File: src/rtl/tlst_ram.sv
// ----------------------------------------------------------------------------
// Generic single-clock RAM
// One write port and one read port; the read data is registered.
// ----------------------------------------------------------------------------
module tlst_ram #(
    parameter int WIDTH = 8,
    parameter int DEPTH = 16
) (
    input  logic                                  i_clk,
    input  logic                                  i_we,
    input  logic [((DEPTH > 1) ? $clog2(DEPTH) : 1)-1:0] i_waddr,
    input  logic [WIDTH-1:0]                      i_wdata,
    input  logic [((DEPTH > 1) ? $clog2(DEPTH) : 1)-1:0] i_raddr,
    output logic [WIDTH-1:0]                      o_rdata
);

    logic [WIDTH-1:0] r_mem [DEPTH];
    logic [WIDTH-1:0] r_rdata;

    // Write port and registered read port
    always_ff @(posedge i_clk) begin
        if (i_we) begin
            r_mem[i_waddr] <= i_wdata;
        end
        r_rdata <= r_mem[i_raddr];
    end

    assign o_rdata = r_rdata;

endmodule

File: config.mk
export PLATFORM = sky130hd
export DESIGN_NAME = tlst_ram
export DESIGN_NICKNAME = d
export VERILOG_FILES = /design/src/rtl/tlst_ram.sv
export SDC_FILE = /design/constraint.sdc
export NUM_CORES = 1
export LEC_CHECK = 0
export BUFFER_PORTS_ARGS = -buffer_cell sky130_fd_sc_hd__buf_2
export CAP_MARGIN = 10
export CELL_PAD_IN_SITES_DETAIL_PLACEMENT = 1
export CELL_PAD_IN_SITES_GLOBAL_PLACEMENT = 2
export CORE_MARGIN = 2
export CORE_UTILIZATION = 50
export CTS_CLUSTER_SIZE = 40
export DETAILED_ROUTE_END_ITERATION = 10
export PLACE_DENSITY = 0.83
export REMOVE_ABC_BUFFERS = 1
export SLEW_MARGIN = 0
export SYNTH_ARGS = -nofsm -noshare
export SYNTH_HDL_FRONTEND = slang
export SYNTH_SLANG_ARGS = --single-unit
File: constraint.sdc
create_clock -name i_clk -period 2.9 [get_ports i_clk]
set_input_delay 0.58 -clock i_clk [delete_from_list [all_inputs] [get_ports i_clk]]
set_output_delay 0.58 -clock i_clk [all_outputs]
set_load 0.05 [all_outputs]
==> results by group <==
Outcome
  • Outcome: completed

Timing
  • Final hold vios: 0
  • Max Freq: around 0.58 GHz
  • Final period util: approximately three fifths
  • Least-Margin Pin Slew: 0.861 ns
  • Relative slew slack: between 40 and 50%
  • Final setup violation count: 0
  • Hold WS: 0.469 ns
  • Setup TNS: 0 ns
  • Unrepaired setup endpoints after global routing: false
  • Setup slack after layout: ~1.2 ns
  • Final Skew: between 0.01 and 0.015 ns
  • Fin. max-slew vios: 0
  • Final Critical Period: 1.73 ns

CTS
  • CTS tree: done
  • H-tree Lvls: 4
  • Clock buffer depth: 2
  • Hold Buf Count CTS: 0
  • Post-CTS Setup Repair Bufs: 0
  • # clock sinks: roughly 140
  • Root Buffer: clkbuf_8
  • Inserted Clock Buffers: 17
  • CTS clk-pin slew, worst paths: 0.06 ns
  • Post-CTS Resized: 0
  • Skew-Pair Late Insertion Delay: 0.52 ns

Critical path
  • Critical Path Fanout Max: 8
  • Crit Path Class: in2reg
  • CP Cell Sequence: buf_2, or3b_2, nor2_1
  • Kind of cell adding the most delay to the critical path: simple AND/OR/NAND/NOR gates
  • CP Data Arrival Time: ~1.9 ns
  • Biggest cell delay along the critical path: around 0.67 ns
  • WP buf/inv: 1
  • Setup crit end kind: flop
  • Startpoint types: input pin
  • CP startpoint: i_waddr[2]
  • Worst path slowest cell: nor2_1
  • Worst r2r src: r_mem[1][1]
  • Worst EP required: 3.04 ns

Yosys
  • Fraction of post-synthesis cell area in the top cell type by area: around three quarters
  • Synth Warn #: 0
  • Mux cell area share after synthesis: between 15 and 20%
  • Netlist cell types: 19
  • Largest family of logic cells by synthesized area: multiplexers
  • Cell taking the most area after synthesis: edfxtp_1
  • Post-Synth XOR/XNOR Area: 0%
  • Adder-cell share of the synthesized area: 0%
  • Number of synthesized register bits: about 140
  • Post-Synthesis Cells: approximately 230
  • Synth Area in Simple Gates: between 3 and 4%
  • Ranking of synthesized cells by area: edfxtp_1 (75%), mux4_2 (7.9%), mux4_1 (7.1%)
  • Syn avg cell area: about 22 µm²
  • Cell Area, Synth: slightly above 5000 µm²
  • Compound-Gate Fraction of Synth Area: under 10%
  • Sequential fraction of the synthesis area: between 70% and 80%

Detailed routing
  • Vias: around 2,400
  • Vias per inst: ~5.8
  • Drt wl/cell: 25.4 µm
  • DRC violations left: 0
  • DR iter-0 viols: approximately 160
  • Total Routed Length: between 10,000 and 15,000 µm
  • Detailed Routing Iterations Pass 1: 4
  • Final ANT Viol Nets: 0

Cells and area
  • Final #Nets: between 200 and 300
  • Share of layout cells above drive strength 1: around 30%
  • Ant diodes: 0
  • Synth-to-layout area growth: 17.1%
  • Most common cell after layout, fill and taps aside: edfxtp_1
  • Commonest cells after routing, fill and taps aside: edfxtp_1 (128), buf_2 (25), mux4_2 (18)

Placed design
  • GP Congestion: 0.715
  • Dpl hpwl: 6660 µm
  • Dpl ws: 0.665 ns
  • PortBufs: 25

Power
  • Leakage power: 0.00204 µW
  • Power per standard cell area: approximately 750 nW/µm²
  • Combinational share of power: 5.5%
  • Internal: 3570 µW
  • Sequential power share: approximately half
  • Peak supply drop: 0.000377 V
  • Psw: 927 µW
  • Switching fraction of total power: around a fifth
  • Power share of the clock group: a little under half

Floorplan
  • Vert. Die Dim: around 110 µm
  • Placement Rows: 37
  • Die ar.: between 10,000 and 15,000 µm²
  • Die X: ~110 µm
  • Starting density of the core: 50.8%
  • Core area: 10,100 µm²
  • IO Pins: 26

GRT
  • Vias in the first global route: about 2,600
  • Gr usage total: a little over a fifth
  • Global route total overflow: 0
  • Global-route wire length before repair: 16,600 µm
  • Largest net degree at the start of global routing: 33
  • Initial antenna violation count: 0

Flow run
  • Max Cap Violations: 0

Worst hold path
  • HP Class: in2reg
  • Min-delay src: i_wdata[1]
## metal layers
| metal | wire length [µm] | global-route usage [%] |
|---|---|---|
| met1 | 4410 | 29.7 |
| met2 | 5520 | 34.3 |
| met3 | 731 | 5.50 |
| met4 | 117 | 8.19 |
| met5 | 0 | 0 |
## stage by stage
step | power [µW] | utilization, % | area (µm²) | std cells
5_1_grt | 4630 | 59.4 | 6030 | 424
2_1_floorplan | 2380 | - | 5060 | 219
3_5_place_dp | 2500 | 53.8 | 5460 | 392
4_1_cts | 4540 | 59.4 | 6030 | 424
3_3_place_gp | 2490 | 53.8 | 5460 | 392
6_report | 4500 | 59.4 | 6030 | 424
## power groups by stage
stage	registers, µW	logic [µW]	clock network [µW]
global route	2220	270	2140
global placement	2250	242	0
finish	2210	249	2040
detailed placement	2250	252	0
floorplan	2290	88.1	0
CTS	2210	254	2070
## cells by family after synthesis
kind of cell,after synthesis
AND/OR/NAND/NOR,35
buffers and inverters,10
multiplexers,32
AO/OA/AOI/OAI,16
flip-flops,136
## state kept, by name, indices dropped and copies added (netlist names)
signal / cells
o_rdata: 8
r_mem: 128
## final cells by class
cell class | instances | area, µm²
clock buffer | 24 | 470
multi-input combinational | 83 | 1060
tap | 136 | 170
timing repair buffer | 37 | 228
fill | 866 | 4110
sequential | 136 | 4000
clock inverter | 8 | 96.3
## worst paths after layout
| check | slack, ns | to | cells past startpoint |
|---|---|---|---|
| max reg2reg | 1.47 | o_rdata[1] | 3 |
| min | 0.47 | r_mem[13][1] | 1 |
| min reg2reg | 0.69 | o_rdata[6] | 3 |
| max | 1.17 | r_mem[3][6] | 3 |
## cell usage after synthesis
cell type / number
a22oi_1: 16
and2_1: 1
and2b_1: 1
buf_2: 3
buf_4: 1
buf_6: 3
clkdlybuf4s25_2: 3
dfxtp_1: 8
edfxtp_1: 128
mux4_1: 14
mux4_2: 18
nand2_1: 9
nand2b_1: 2
nand3_1: 1
nand3b_1: 2
nor2_1: 13
nor2b_1: 1
nor3_1: 4
or3b_2: 1
Power figures use the tool's default switching activity.
