**config.mk**
```make
export PLATFORM = sky130hd
export DESIGN_NAME = tlst_div
export DESIGN_NICKNAME = d
export VERILOG_FILES = /design/src/rtl/tlst_pkg.sv /design/src/rtl/tlst_div.sv
export SDC_FILE = /design/constraint.sdc
export NUM_CORES = 1
export LEC_CHECK = 0
export ABC_AREA = 1
export BUFFER_PORTS_ARGS = -buffer_cell sky130_fd_sc_hd__buf_2
export CORE_MARGIN = 2
export CORE_UTILIZATION = 45
export CTS_CLUSTER_DIAMETER = 120
export DETAILED_ROUTE_END_ITERATION = 16
export GPL_TIMING_DRIVEN = 0
export PLACE_DENSITY = 0.7
export SYNTH_ARGS = -nofsm -noshare
export SYNTH_HDL_FRONTEND = slang
export SYNTH_SLANG_ARGS = --single-unit
```
**constraint.sdc**
```tcl
create_clock -name i_clk -period 3 [get_ports i_clk]
set_input_delay 0.45 -clock i_clk [delete_from_list [all_inputs] [get_ports i_clk]]
set_output_delay 0.45 -clock i_clk [all_outputs]
set_load 0.01 [all_outputs]
```
**src/rtl/tlst_pkg.sv**
```systemverilog
// ----------------------------------------------------------------------------
// TSCH link schedule table: shared definitions
// Operation and status codes, the link record kept in memory, the state
// type of the control sequencer and the default table sizes.
// ----------------------------------------------------------------------------
package tlst_pkg;

    // Default table sizes
    localparam int DEF_MAX_LINKS  = 32;
    localparam int DEF_MAX_FRAMES = 4;

    // Field widths
    localparam int ASN_W = 40;

    // Operation codes
    localparam logic [2:0] OP_ADD_FRAME = 3'd0;
    localparam logic [2:0] OP_REM_FRAME = 3'd1;
    localparam logic [2:0] OP_ADD_LINK  = 3'd2;
    localparam logic [2:0] OP_REM_LINK  = 3'd3;
    localparam logic [2:0] OP_QUERY     = 3'd4;

    // Status codes
    localparam logic [2:0] ST_OK        = 3'd0;
    localparam logic [2:0] ST_BAD_SIZE  = 3'd1;
    localparam logic [2:0] ST_DUPLICATE = 3'd2;
    localparam logic [2:0] ST_FULL      = 3'd3;
    localparam logic [2:0] ST_NOT_FOUND = 3'd4;

    // One link as held in the link memory
    typedef struct packed {
        logic [15:0] slot;
        logic [15:0] chan;
        logic [15:0] id;
        logic [3:0]  opt;
        logic [1:0]  kind;
        logic [63:0] addr;
    } t_link;

    // Control sequencer states
    typedef enum logic [3:0] {
        S_IDLE,
        S_EXEC,
        S_FIND,
        S_COMPACT,
        S_ADD,
        S_QFRAME,
        S_QDIV,
        S_QSCAN,
        S_QEND,
        S_DONE
    } t_state;

endpackage

```
**src/rtl/tlst_div.sv**
```systemverilog
// ----------------------------------------------------------------------------
// Slot number remainder unit
// Restoring division of the absolute slot number by a slotframe size, one
// dividend bit per cycle; only the remainder is kept.
// ----------------------------------------------------------------------------
module tlst_div
    import tlst_pkg::*;
(
    input  logic             i_clk,
    input  logic             i_rst_n,
    input  logic             i_start,
    input  logic [ASN_W-1:0] i_dividend,
    input  logic [15:0]      i_divisor,
    output logic             o_done,
    output logic [15:0]      o_rem
);

    localparam int CNT_W = $clog2(ASN_W + 1);

    logic             r_busy;
    logic             r_done;
    logic [CNT_W-1:0] r_cnt;
    logic [ASN_W-1:0] r_dv;
    logic [15:0]      r_dsr;
    logic [15:0]      r_rem;
    logic [16:0]      trial;
    logic             fits;
    logic [16:0]      diff;

    // One restoring step
    always_comb begin
        trial = {r_rem, r_dv[ASN_W-1]};
        fits  = (trial >= {1'b0, r_dsr});
        diff  = trial - {1'b0, r_dsr};
    end

    // Control
    always_ff @(posedge i_clk) begin
        if (!i_rst_n) begin
            r_busy <= 1'b0;
            r_done <= 1'b0;
            r_cnt  <= '0;
        end else begin
            r_done <= 1'b0;
            if (i_start) begin
                r_busy <= 1'b1;
                r_cnt  <= CNT_W'(ASN_W);
            end else if (r_busy) begin
                r_cnt <= r_cnt - 1'b1;
                if (r_cnt == CNT_W'(1)) begin
                    r_busy <= 1'b0;
                    r_done <= 1'b1;
                end
            end
        end
    end

    // Datapath
    always_ff @(posedge i_clk) begin
        if (i_start) begin
            r_dv  <= i_dividend;
            r_dsr <= i_divisor;
            r_rem <= '0;
        end else if (r_busy) begin
            r_dv  <= {r_dv[ASN_W-2:0], 1'b0};
            r_rem <= fits ? diff[15:0] : trial[15:0];
        end
    end

    assign o_done = r_done;
    assign o_rem  = r_rem;

endmodule

```
==> out/summary.txt <==
fraction of registers with async set/reset - 0%
total of max-cap violations - 0
DR DRC count - 0
fin. max-slew vios - 0
ant diodes - 0
total CTS buffers - 9
CTS tree - yes
number of synthesized flops with an enable pin - 56
number of synthesis warnings - 0
Rel. slew slack - 61.3%
run status - finished clean
vias in the first global route - 3,733
clk sinks - 80
drt pass-1 iters - 5
Inst Count DP - 761
gr usage total - 18.9%
period utilization - 69.2%
Seq/Total Area, Yosys - 48.3%
crit path launch type - flop
Post-CTS Hold Buffers - 0
CP Max Fanout - 4
syn_nets - 630
placer's final routability congestion estimate - 0.856
footprint of the multi-input gates - 0.00194 mm2
post-route antenna net violation count - 0
pwr dens - 471 mW/mm2
Total Nets Final - 717
Syn Area/Cell - 8.10 um2
Die Wd - 104 um
Layout fillers - 955
final worst slack - 0.924 ns
Setup WS pre-CTS - 0.763 ns
area grow syn2layout - 17.5%
Initial Utilization - 46.0%
RSZ-0062 raised after global routing - false
Leak - 0.00267 uW
synthesized cell area - 0.00447 mm2
initial antenna violation count - 0
share of cells above drive strength 1 - 19.7%
crit path kind - flop to flop
Final Hold Viols - 0
io pins - 76
vias per cell - 4.68
remaining global-route overflow - 0
first-pass GRT wire length - 16.5 mm
Port Buffers - 75
clk_skew - 0.0103 ns
final WL - 9.43 mm
Util after Layout - 54.0%
worst path required time - 3.24 ns
Iter 0 DRT Violations - 114
core region area - 0.00973 mm2
Hold WC Path Type - input port to flop
synthesized instance count - 552
final setup TNS - 0 ns
die area - 0.0108 mm2
hold_ws - 0.269 ns
slew of the pin with the lowest slew margin - 0.580 ns
Finished Layout Cells - 777
Clock Tree Buf Depth - 2
#FFs+latches synth - 80
largest net degree at the start of global routing - 33
post-CTS setup buffers - 0
total area of sequential cells - 0.00216 mm2
cts repair resizes - 0
element type at the critical path end - flop
H-tree Lvls - 3
Avg WL per Cell - 12.1 um
clock slew at reported path FFs - 0.09 ns
post-detail-place hpwl - 7.19 mm
total number of vias - 3,636
worst endpoint data arrival time - 2.32 ns
CTS root buffer - clkbuf_8
ys flop type - edfxtp_1
FP Rows - 36
maximum vdd drop - 0.000242 V
final setup vio count - 0
die height - 104 um
Max Clock Freq - 0.482 GHz
Netlist cell types - 35
worst skew pair latency - 0.35 ns
min Tclk post-route - 2.08 ns
-- path summary, 6_finish.rpt --
| check | endpoint | cells past startpoint | slack, ns | from |
|---|---|---|---|---|
| max | o_rem[8] | 11 | 0.92 | r_dv[39] |
| min | r_dsr[2] | 1 | 0.27 | i_divisor[2] |
| min reg2reg | o_rem[10] | 2 | 0.49 | o_rem[10] |
| max reg2reg | o_rem[8] | 11 | 0.92 | r_dv[39] |
-- power breakdown --
group | internal [uW] | switching [uW]
clock | 468 | 401
sequential | 1280 | 27.1
combinational | 114 | 186
-- flip-flops by register name, summed over array words and instances (netlist names) --
name	count
r_dv	40
o_rem	16
r_dsr	16
r_cnt	6
o_done	1
r_busy	1
-- routing by layer --
layer  up-vias  part of all wire, %  global-route usage, %  routed length (um)
met5         -                    0                      0                   0
met4         0                  1.4                   8.88                 133
met3        13                  5.7                   3.65                 535
met2        94                   48                   32.1                4480
met1      1608                   45                   23.1                4280
li1       1921                    -                      -                   -
-- metrics by stage --
stage / cell area, um2 / power [uW]
after floorplan: 4470 / 1520
final: 5250 / 2470
after global routing: 5250 / 2600
after global placement: 5010 / 1620
after CTS: 5250 / 2500
after detailed placement: 5030 / 1630
-- cells by family after synthesis --
family | synth area share (%)
AOI/OAI and AO/OA | 2.99
xor gates and xnor gates | 1.76
adders and majority gates | 5.48
buffers and inverters | 8.34
DFF | 48.3
and+or+nand+nor | 33.1
-- cell type report --
| class | instances | share of cell area (%) |
|---|---|---|
| multi-input cells | 382 | 36.9 |
| clock inverters | 7 | 1.81 |
| repair buffers | 76 | 7.53 |
| clock buffers | 9 | 2.36 |
| plain buffers | 15 | 1.74 |
| flip-flops and latches | 80 | 41.2 |
| inverters | 75 | 5.36 |
| well taps | 133 | 3.17 |
-- critical path, stage by stage, from the launching register on --
cell and delay, ns:
edfxtp_1 0.38, inv_1 0.09, ha_1 0.18, inv_1 0.09, fa_1 0.41, nand2_1 0.11
a21oi_1 0.13, a21oi_1 0.21, xor2_1 0.20, nand2_2 0.07, nand3_2 0.05, nand2_1 0.04
-- cell usage in the layout, fill, tap and decap left out, drive strengths merged, types with 6 or more instances in the layout --
master  instances
nand2         236
buf            80
inv            76
edfxtp         56
nand3          42
nor2           30
dfxtp          24
clkbuf         20
ha             18
a21oi          10
o21ai           9
nand3b          8
xnor2           6
-- Yosys cell counts (2+ instances only) --
| cell type | n | area share (%) |
|---|---|---|
| a211oi_1 | 2 | 0.34 |
| a21oi_1 | 9 | 1.0 |
| a31oi_1 | 2 | 0.28 |
| and2_1 | 2 | 0.28 |
| buf_4 | 2 | 0.34 |
| clkbuf_1 | 10 | 0.84 |
| dfxtp_1 | 24 | 11 |
| edfxtp_1 | 56 | 38 |
| ha_1 | 18 | 5.0 |
| inv_1 | 75 | 6.3 |
| nand2_1 | 227 | 19 |
| nand2_2 | 7 | 0.98 |
| nand2_4 | 2 | 0.50 |
| nand3_1 | 30 | 3.4 |
| nand3_2 | 12 | 2.7 |
| nand3b_1 | 8 | 1.3 |
| nand4_1 | 4 | 0.56 |
| nor2_1 | 26 | 2.2 |
| nor2_2 | 2 | 0.28 |
| nor2_4 | 2 | 0.50 |
| nor3_1 | 4 | 0.45 |
| o21ai_0 | 7 | 0.78 |
| o21ai_2 | 2 | 0.39 |
| xnor2_1 | 6 | 1.2 |
| xor2_1 | 3 | 0.59 |
Note: power is estimated with default switching activity, not from simulation.
